File: src/rna_pkg.sv
// ----------------------------------------------------------------------------
// rna_pkg
// Shared widths, constants and the digit-to-character mapping for the
// radix number to ASCII converter.
// ----------------------------------------------------------------------------
package rna_pkg;

    // Fixed field widths
    localparam int NUMBER_W = 32;
    localparam int RADIX_W  = 6;
    localparam int CHAR_W   = 7;
    localparam int DIGIT_W  = 5;

    // Default value width handed to the top level
    localparam int VALUE_BITS_DEFAULT = 32;

    // Radix register reset value and legal range
    localparam logic [RADIX_W-1:0] RADIX_RESET = RADIX_W'(10);
    localparam logic [RADIX_W-1:0] RADIX_MIN   = RADIX_W'(2);
    localparam logic [RADIX_W-1:0] RADIX_MAX   = RADIX_W'(32);

    // ASCII anchors
    localparam logic [CHAR_W-1:0]  ASCII_ZERO   = CHAR_W'(48);
    localparam logic [CHAR_W-1:0]  ASCII_LETTER = CHAR_W'(65 - 10);
    localparam logic [DIGIT_W-1:0] DIGIT_TEN    = DIGIT_W'(10);

    // Digit 0..9 -> '0'..'9', digit 10..31 -> 'A'..'V'
    function automatic logic [CHAR_W-1:0] digit_to_ascii(input logic [DIGIT_W-1:0] d);
        logic [CHAR_W-1:0] base_char;
        base_char = (d >= DIGIT_TEN) ? ASCII_LETTER : ASCII_ZERO;
        return base_char + CHAR_W'(d);
    endfunction

endpackage

File: src/radix_number_to_ascii_top.sv
// ----------------------------------------------------------------------------
// radix_number_to_ascii_top
// Converts an unsigned value into ASCII digits in a base from 2 to 32,
// one character per result item, most significant digit first.
//
//   channel | direction | ports                                    | item
//   --------+-----------+------------------------------------------+---------------
//   s_      | in        | s_valid s_ready s_number_in              | value
//   m_      | out       | m_valid m_ready m_digit_char m_last_char | one character
//   cfg_    | in        | cfg_wr_en cfg_wr_data                    | radix write
//
// Each digit is a restoring division of the running VALUE_BITS-bit quotient
// in the shared compare/subtract unit (one quotient bit per cycle). All digits
// of an item are divided first; each character is then read from the digit
// store (ST_READ) and presented (ST_SHOW).
// s_ready is high only while idle; an item with an illegal radix is taken
// and gives no result. A stalled m_ready holds the current character.
// Reset is synchronous and active low; the digit store needs no clearing.
// ----------------------------------------------------------------------------
module radix_number_to_ascii_top #(
    parameter int VALUE_BITS = rna_pkg::VALUE_BITS_DEFAULT
) (
    input  logic                        aclk,
    input  logic                        aresetn,
    // Configuration
    input  logic                        cfg_wr_en,
    input  logic [rna_pkg::RADIX_W-1:0] cfg_wr_data,
    // Input channel
    input  logic                        s_valid,
    output logic                        s_ready,
    input  logic [rna_pkg::NUMBER_W-1:0] s_number_in,
    // Result channel
    output logic                        m_valid,
    input  logic                        m_ready,
    output logic [rna_pkg::CHAR_W-1:0]  m_digit_char,
    output logic                        m_last_char
);

    localparam int IDX_W = (VALUE_BITS > 1) ? $clog2(VALUE_BITS) : 1;
    localparam int CNT_W = $clog2(VALUE_BITS + 1);
    localparam int DW    = rna_pkg::DIGIT_W;
    localparam int RW    = rna_pkg::RADIX_W;
    localparam logic [IDX_W-1:0] LAST_BIT = IDX_W'(VALUE_BITS - 1);

    typedef enum logic [1:0] {
        ST_IDLE,
        ST_DIVIDE,
        ST_READ,
        ST_SHOW
    } state_t;

    state_t                  state_reg;
    logic [RW-1:0]           radix_reg;
    logic [VALUE_BITS-1:0]   quot_reg;
    logic [VALUE_BITS-1:0]   quot_next;
    logic [DW-1:0]           rem_reg;
    logic [DW-1:0]           rem_next;
    logic [IDX_W-1:0]        bit_cnt_reg;
    logic [CNT_W-1:0]        count_reg;
    logic [CNT_W-1:0]        count_inc;
    logic [IDX_W-1:0]        rd_idx_reg;
    logic [DW-1:0]           rd_data_reg;
    logic [DW-1:0]           digit_store [VALUE_BITS];

    logic [2*rna_pkg::NUMBER_W-1:0] number_wide;
    logic [VALUE_BITS-1:0]   number_cut;
    logic                    radix_ok;
    logic                    in_accept;
    logic                    digit_done;
    logic [RW-1:0]           partial;
    logic [RW-1:0]           diff;
    logic                    qbit;

    // Input value limited to VALUE_BITS (zero-extended when wider than the port)
    assign number_wide = {{rna_pkg::NUMBER_W{1'b0}}, s_number_in};
    assign number_cut  = number_wide[VALUE_BITS-1:0];

    assign radix_ok  = (radix_reg >= rna_pkg::RADIX_MIN) && (radix_reg <= rna_pkg::RADIX_MAX);
    assign s_ready   = (state_reg == ST_IDLE);
    assign in_accept = s_valid && s_ready;

    // Shared compare/subtract unit: one restoring division step per cycle
    assign partial   = {rem_reg, quot_reg[VALUE_BITS-1]};
    assign diff      = partial - radix_reg;
    assign qbit      = (partial >= radix_reg);
    assign rem_next  = qbit ? diff[DW-1:0] : partial[DW-1:0];
    assign quot_next = {quot_reg[VALUE_BITS-2:0], qbit};
    assign digit_done = (bit_cnt_reg == LAST_BIT);
    assign count_inc  = count_reg + CNT_W'(1);

    // Radix register
    always_ff @(posedge aclk) begin
        if (!aresetn) begin
            radix_reg <= rna_pkg::RADIX_RESET;
        end else if (cfg_wr_en) begin
            radix_reg <= cfg_wr_data;
        end
    end

    // Sequencer
    always_ff @(posedge aclk) begin
        if (!aresetn) begin
            state_reg   <= ST_IDLE;
            quot_reg    <= '0;
            rem_reg     <= '0;
            bit_cnt_reg <= '0;
            count_reg   <= '0;
            rd_idx_reg  <= '0;
        end else begin
            case (state_reg)
                ST_IDLE: begin
                    if (in_accept && radix_ok) begin
                        quot_reg    <= number_cut;
                        rem_reg     <= '0;
                        bit_cnt_reg <= '0;
                        count_reg   <= '0;
                        state_reg   <= ST_DIVIDE;
                    end
                end
                ST_DIVIDE: begin
                    quot_reg <= quot_next;
                    if (digit_done) begin
                        // digit finished; a zero quotient ends the division
                        rem_reg     <= '0;
                        bit_cnt_reg <= '0;
                        count_reg   <= count_inc;
                        if (quot_next == '0) begin
                            rd_idx_reg <= count_reg[IDX_W-1:0];
                            state_reg  <= ST_READ;
                        end
                    end else begin
                        rem_reg     <= rem_next;
                        bit_cnt_reg <= bit_cnt_reg + IDX_W'(1);
                    end
                end
                ST_READ: begin
                    state_reg <= ST_SHOW;
                end
                ST_SHOW: begin
                    if (m_ready) begin
                        if (rd_idx_reg == '0) begin
                            state_reg <= ST_IDLE;
                        end else begin
                            rd_idx_reg <= rd_idx_reg - IDX_W'(1);
                            state_reg  <= ST_READ;
                        end
                    end
                end
                default: begin
                    state_reg <= ST_IDLE;
                end
            endcase
        end
    end

    // Digit store: written at the end of each digit, read in ST_READ before each character is shown
    always_ff @(posedge aclk) begin
        if (state_reg == ST_DIVIDE && digit_done) begin
            digit_store[count_reg[IDX_W-1:0]] <= rem_next;
        end
        if (state_reg == ST_READ) begin
            rd_data_reg <= digit_store[rd_idx_reg];
        end
    end

    // Result channel
    assign m_valid      = (state_reg == ST_SHOW);
    assign m_digit_char = rna_pkg::digit_to_ascii(rd_data_reg);
    assign m_last_char  = (rd_idx_reg == '0);

    // Checks
    a_no_overlap: assert property (@(posedge aclk) disable iff (!aresetn)
        m_valid |-> !s_ready)
        else $error("result shown while accepting input");

    a_bad_radix_drops: assert property (@(posedge aclk) disable iff (!aresetn)
        (in_accept && !radix_ok) |=> s_ready)
        else $error("item with illegal radix started a conversion");

    a_last_ends_item: assert property (@(posedge aclk) disable iff (!aresetn)
        (m_valid && m_ready && m_last_char) |=> (s_ready && !m_valid))
        else $error("block not idle after last character");

    a_char_range: assert property (@(posedge aclk) disable iff (!aresetn)
        m_valid |-> (m_digit_char >= rna_pkg::ASCII_ZERO && m_digit_char <= 7'd86))
        else $error("character outside digit range");

    a_stall_holds: assert property (@(posedge aclk) disable iff (!aresetn)
        (m_valid && !m_ready) |=> (m_valid && $stable(m_digit_char) && $stable(m_last_char)))
        else $error("stalled character changed");

endmodule

File: config.mk
export PLATFORM = sky130hd
export DESIGN_NAME = radix_number_to_ascii_top
export DESIGN_NICKNAME = d
export VERILOG_FILES = /design/src/rna_pkg.sv /design/src/radix_number_to_ascii_top.sv
export SDC_FILE = /design/constraint.sdc
export NUM_CORES = 1
export LEC_CHECK = 0
export BUFFER_PORTS_ARGS = -buffer_cell sky130_fd_sc_hd__buf_4
export CAP_MARGIN = 25
export CORE_AREA = 2 2 150 152
export CTS_BUF_LIST = sky130_fd_sc_hd__clkbuf_4 sky130_fd_sc_hd__clkbuf_8
export CTS_CLUSTER_SIZE = 25
export DETAILED_ROUTE_END_ITERATION = 16
export DIE_AREA = 0 0 152 154
export PLACE_DENSITY = 0.68
export SLEW_MARGIN = 30
export SYNTH_ARGS = -nofsm -noshare
export SYNTH_HDL_FRONTEND = slang
export SYNTH_SLANG_ARGS = --single-unit
File: constraint.sdc
create_clock -name aclk -period 3.6 [get_ports aclk]
set_input_delay 0.9 -clock aclk [delete_from_list [all_inputs] [get_ports aclk]]
set_output_delay 0.9 -clock aclk [all_outputs]
set_load 0.005 [all_outputs]
After elaboration in Yosys (flattened, before gate mapping):

Memories as Yosys holds them, arrays and structs flattened. A register that Yosys moved wholly into a read port is not among the register bits.
Cells that the tools add are included.

* input port bits: 43
* memories: 1
* RAM bits: 160
* output and inout port bits: 10
* register bits after elaboration: 61

Memory list
* digit_store: words 32, width 5, rd ports 1, clocked after memory_dff 1, wr ports 1, line radix_number_to_ascii_top.sv:63 `logic [DW-1:0] digit_store [VALUE_BITS];`

* reduce and logical (&&, ||, !) cells: 13
* add/subtract/negate cells: 5
* eq/ne operators: 9
* mux-type cells: 25
* $lt $le $gt $ge: 4

Operator list (count)
* one-hot mux 32 bit (2 select lines): 1
* 2-to-1 mux 5 bit: 8
* logical NOT 32 bit: 1
* 2-to-1 mux 32 bit: 1
* one-hot mux 5 bit (2 select lines): 3
* 2-to-1 mux 6 bit: 2
* one-hot mux 6 bit (2 select lines): 1
* 2-to-1 mux 2 bit: 5
* one-hot mux 2 bit (4 select lines): 1
* adder 6 x 5 -> 7 bit: 1
* adder 6 x 1 -> 6 bit, second input constant: 1
* greater-or-equal comparator 6 x 2 -> 1 bit, second input constant: 1
* greater-or-equal comparator 6 bit: 1
* <= comparator 6 bit, second input constant: 1
* != test 2 bit, second input constant: 3
* adder 5 x 1 -> 5 bit, second input constant: 1
* == test 5 bit, second input constant: 1
* greater-or-equal comparator 5 x 4 -> 1 bit, second input constant: 1
* logical NOT 5 bit: 1
* AND reduction 5 bit: 1
* subtractor 5 x 1 -> 5 bit, second input constant: 1
* subtractor 5 bit: 1
* == test 2 bit, second input constant: 2
* logical AND 1 bit: 4
* other kinds (9): 12

Longest topological paths before layout:

* word-level depth: 5
* mapped depth: 10
* depth with buffers taken out: 9

Worst setup path after synthesis:

OpenSTA, ideal clock, no wires.

* kind: register to register
* start: reg quot_reg[31]
* end: mem digit_store[0][3] (netlist name), data pin
* arrival time: 2.818 ns
* required time: 3.133 ns
* setup slack: 0.315 ns
* stages on the path, launching flop included: 9
* period minus slack after synthesis: 3.285 ns
* library setup time: 0.467 ns
* cell sequence: dfxtp_1 -> inv_1 -> ha_1 -> inv_1 -> fa_1 -> a21oi_1 -> o221ai_2 -> inv_2 -> o31ai_1

* word-level cells in the longest chain between the ends: 2
* elaborated cells between the ends (all ways): 3
* those cells by class: add/sub (1); order compare (1); mux (1)

Ends and longest elaborated chain
* start, declared: line radix_number_to_ascii_top.sv:54 `logic [VALUE_BITS-1:0] quot_reg;`
* start signal, assigned: line radix_number_to_ascii_top.sv:113 `quot_reg <= number_cut;`
* start signal, assigned: line radix_number_to_ascii_top.sv:121 `quot_reg <= quot_next;`
* subtractor 5 bit or greater-or-equal comparator 6 bit (tied branches): line radix_number_to_ascii_top.sv:84, radix_number_to_ascii_top.sv:85
* 2-to-1 mux 5 bit (*): line radix_number_to_ascii_top.sv:86 `assign rem_next = qbit ? diff[DW-1:0] : partial[DW-1:0];`
* via rem_next[3]: line radix_number_to_ascii_top.sv:57 `logic [DW-1:0] rem_next;`
* end, declared: line radix_number_to_ascii_top.sv:63

Mark *: on every way through the listed nets, which the timed path passes. The rest lies on a longest branch.

Worst setup path after layout:

* start: reg rd_data_reg[1], read port of digit_store
* end: out m_digit_char[5] (netlist name)

* word-level cells in the longest chain between the ends: 3

Ends and longest elaborated chain
* start, declared: line radix_number_to_ascii_top.sv:62 `logic [DW-1:0] rd_data_reg;`
* greater-or-equal comparator 5 x 4 -> 1 bit: line rna_pkg.sv:30 `base_char = (d >= DIGIT_TEN) ? ASCII_LETTER : ASCII_ZERO;`
* 2-to-1 mux 3 bit: line rna_pkg.sv:30
* adder 6 x 5 -> 7 bit (*): line rna_pkg.sv:31 `return base_char + CHAR_W'(d);`
* end, declared: line radix_number_to_ascii_top.sv:35 `output logic [rna_pkg::CHAR_W-1:0] m_digit_char,`

Every way passes the cells marked *; elsewhere a longest branch is shown, timed or not.

==> metrics <==
status completed; vias in the first global route 6,017; Synth Flop Type edfxtp_1; layout cell share with drive strength beyond 1 0.264; Comb pwr share 0.059; vias per inst around 5.6; clk_lat worst skew approximately 0.54 ns; Fillers 1,796; overall power 0.00548 W; maxcap violations 0; post-DP HPWL 13,300 um; Post-synth EDFFs 165; First-pass DRT Iterations 6; Core Util, Final 0.511; final hold slack 0.462 ns; Req. time, crit path 2.70 ns; Register Area 6160 um^2; async set-reset flop share out of synthesis 0; WL met3 1260 um; Hold Crit Class flop to flop; Synth top cells by count edfxtp_1 (165), dfxtp_1 (60), nor2_1 (52), mux4_2 (50), a21oi_1 (47); DIE WIDTH 152 um; gr usage total 0.172; multi-input logic area around 3300 um^2; Seq pwr share 0.529; WL met2 10000 um; Placeable Area 21,700 um^2; Largest register FFs 160; Initial Util 0.444; crit-path max FO 3; CP arrival 2.51 ns; Final period util 0.949; CTS H-tree lvls 2; final hold violations 0; DR iter-0 viols 349; routed wire length 20,100 um; Antenna Nets Post-Route 0; synth top area cells edfxtp_1 (51%), dfxtp_1 (12%), mux4_2 (12%); Synth Cell Area 9640 um^2; Clock Pin Slew Worst Setup and Hold Paths 0.06 ns; clock tree buffer depth 3; ANT cells 0; post-synthesis cell type count 53; post-route cell area 11,100 um^2; LEAKAGE 3.88 nW; Worst-Margin Slew roughly 0.84 ns; CTS buffer count 38; largest net degree at the start of global routing 75; Slew Viols, Final 0; port bufs 52; # setup viols final 0; routability-driven placement congestion ratio 0.859; total grt overflow 0; DRC Markers 0; max_slew headroom 0.437; register bit count reported by yosys 225; maximum vdd drop between 300 and 400 uV; final net count 782; syn avg cell area 14.6 um^2; area post-placement 10,300 um^2; Net Switching 0.00123 W; Rows 54; Mapped Cells ~660; Die Y-Extent 154 um; die area about 23,000 um^2; CTS root buf clkbuf_8; CTS tree built; Mapped Nets 721; Crit Path Class flop to primary output; setup_tns 0 ns; switching fraction of total power 0.225; highest metal used met4; skew final around 0.042 ns; minimum clock period 3.41 ns; Internal approximately 0.0042 W; initial antenna violation count 0; endpoint class of the critical path primary output; clk sinks 225; count leader, synth edfxtp_1; leading area contributor after synthesis edfxtp_1; wire per inst between 15 and 20 um; wl on met1 8430 um; via count 5,730; share of the synthesized area in the top cell type 0.514; # IOs 53; Syn-to-layout area delta 15.1%; max frequency 293 MHz; Synth Warn # 0; Critical Path Source Type flop; first-pass GRT wire length around 32,000 um; sequential share of the synthesized area 0.639; Pwr per Cell Area between 400 and 500 nW/um^2; clock share of power 0.413
==> kinds of logic (layout without fill, tap and decap cells) <==
logic type / Yosys count / after routing / synth area share
flip-flops: 225 / 225 / 0.639
XOR/XNOR: 7 / 7 / 0.00636
adder cells (fa/ha/maj): 19 / 19 / 0.0262
AO/OA/AOI/OAI: 112 / 112 / 0.0670
AND/OR/NAND/NOR: 143 / 143 / 0.0713
buffers and inverters: 57 / 145 / 0.0249
multiplexers: 96 / 96 / 0.166
==> through the flow <==
stage	cells	worst slack [ns]
floorplan	659	0.315
global placement	959	0.743
detailed placement	959	0.695
CTS	1026	0.0856
global route	1027	-0.0116
finish	1027	0.185
==> final cells by class <==
cell class	count	area share
Sequential cell	225	0.555
Multi-Input combinational cell	377	0.295
Clock buffer	59	0.0642
Timing Repair Buffer	62	0.0442
Tap cell	280	0.0316
Inverter	16	0.00542
Clock inverter	8	0.00451
==> critical path, cell delays in order, from the launching register on <==
cell      delay (ns)
edfxtp_1        0.44
o21ai_0         0.18
nand2b_1        0.12
buf_4           0.16
ha_1            0.27
a21o_1          0.19
a21oi_1         0.25
inv_1           0.07
a21oi_1         0.16
buf_4           0.13
==> final timing paths <==
kind	start	endpoint	slack, ns	depth (start not counted)
worst max-delay path	rd_data_reg[1]$_DFFE_PP_	m_digit_char[5]	0.19	9
worst min-delay path	bit_cnt_reg[3]$_SDFFE_PN0P_	bit_cnt_reg[3]$_SDFFE_PN0P_	0.46	1
worst max register to register	quot_reg[31]$_SDFFE_PN0P_	rd_idx_reg[2]$_SDFFE_PN0P_	0.86	10
worst min register to register	bit_cnt_reg[3]$_SDFFE_PN0P_	bit_cnt_reg[3]$_SDFFE_PN0P_	0.46	1
==> what timing repair did <==
action                                  in CTS  in global routing
setup buffers                                0                  1
resized for setup                            0                  0
hold buffers                                 0                  0
endpoints found under the setup margin       0                  1
==> power by group through the flow <==
stage               Sequential (W)  Combinational (W)  Clock [W]
finish                     0.00290           0.000322    0.00226
global route               0.00290           0.000360    0.00242
CTS                        0.00290           0.000325    0.00232
detailed placement         0.00295           0.000324          0
global placement           0.00295           0.000308          0
floorplan                  0.00294           0.000205          0
==> layer usage <==
layer  GRT usage  vias up
li1            -     2665
met1       0.225     2846
met2       0.291      185
met3      0.0335       34
met4      0.0579        0
met5           0        -
==> layout by cell type, fill, tap and decap left out, drive strengths merged, types with 2 or more instances in the layout <==
| cell | n |
|---|---|
| edfxtp | 165 |
| buf | 62 |
| dfxtp | 60 |
| clkbuf | 59 |
| nor2 | 52 |
| mux4 | 50 |
| a21oi | 47 |
| mux2i | 39 |
| o21ai | 38 |
| nand2 | 35 |
| inv | 18 |
| ha | 17 |
| nand3 | 10 |
| nor4 | 9 |
| nor3 | 7 |
| mux2 | 7 |
| clkinv | 6 |
| xor2 | 5 |
| and3 | 4 |
| nor3b | 4 |
| a32oi | 4 |
| nand2b | 4 |
| a21o | 3 |
| nand4 | 3 |
| nor2b | 3 |
| and2 | 3 |
| nand3b | 3 |
| a31oi | 3 |
| o211ai | 3 |
| xnor2 | 2 |
| a2111oi | 2 |
| or4 | 2 |
| o22a | 2 |
| o32ai | 2 |
| fa | 2 |
No activity file was read; power rests on OpenSTA's default activity.
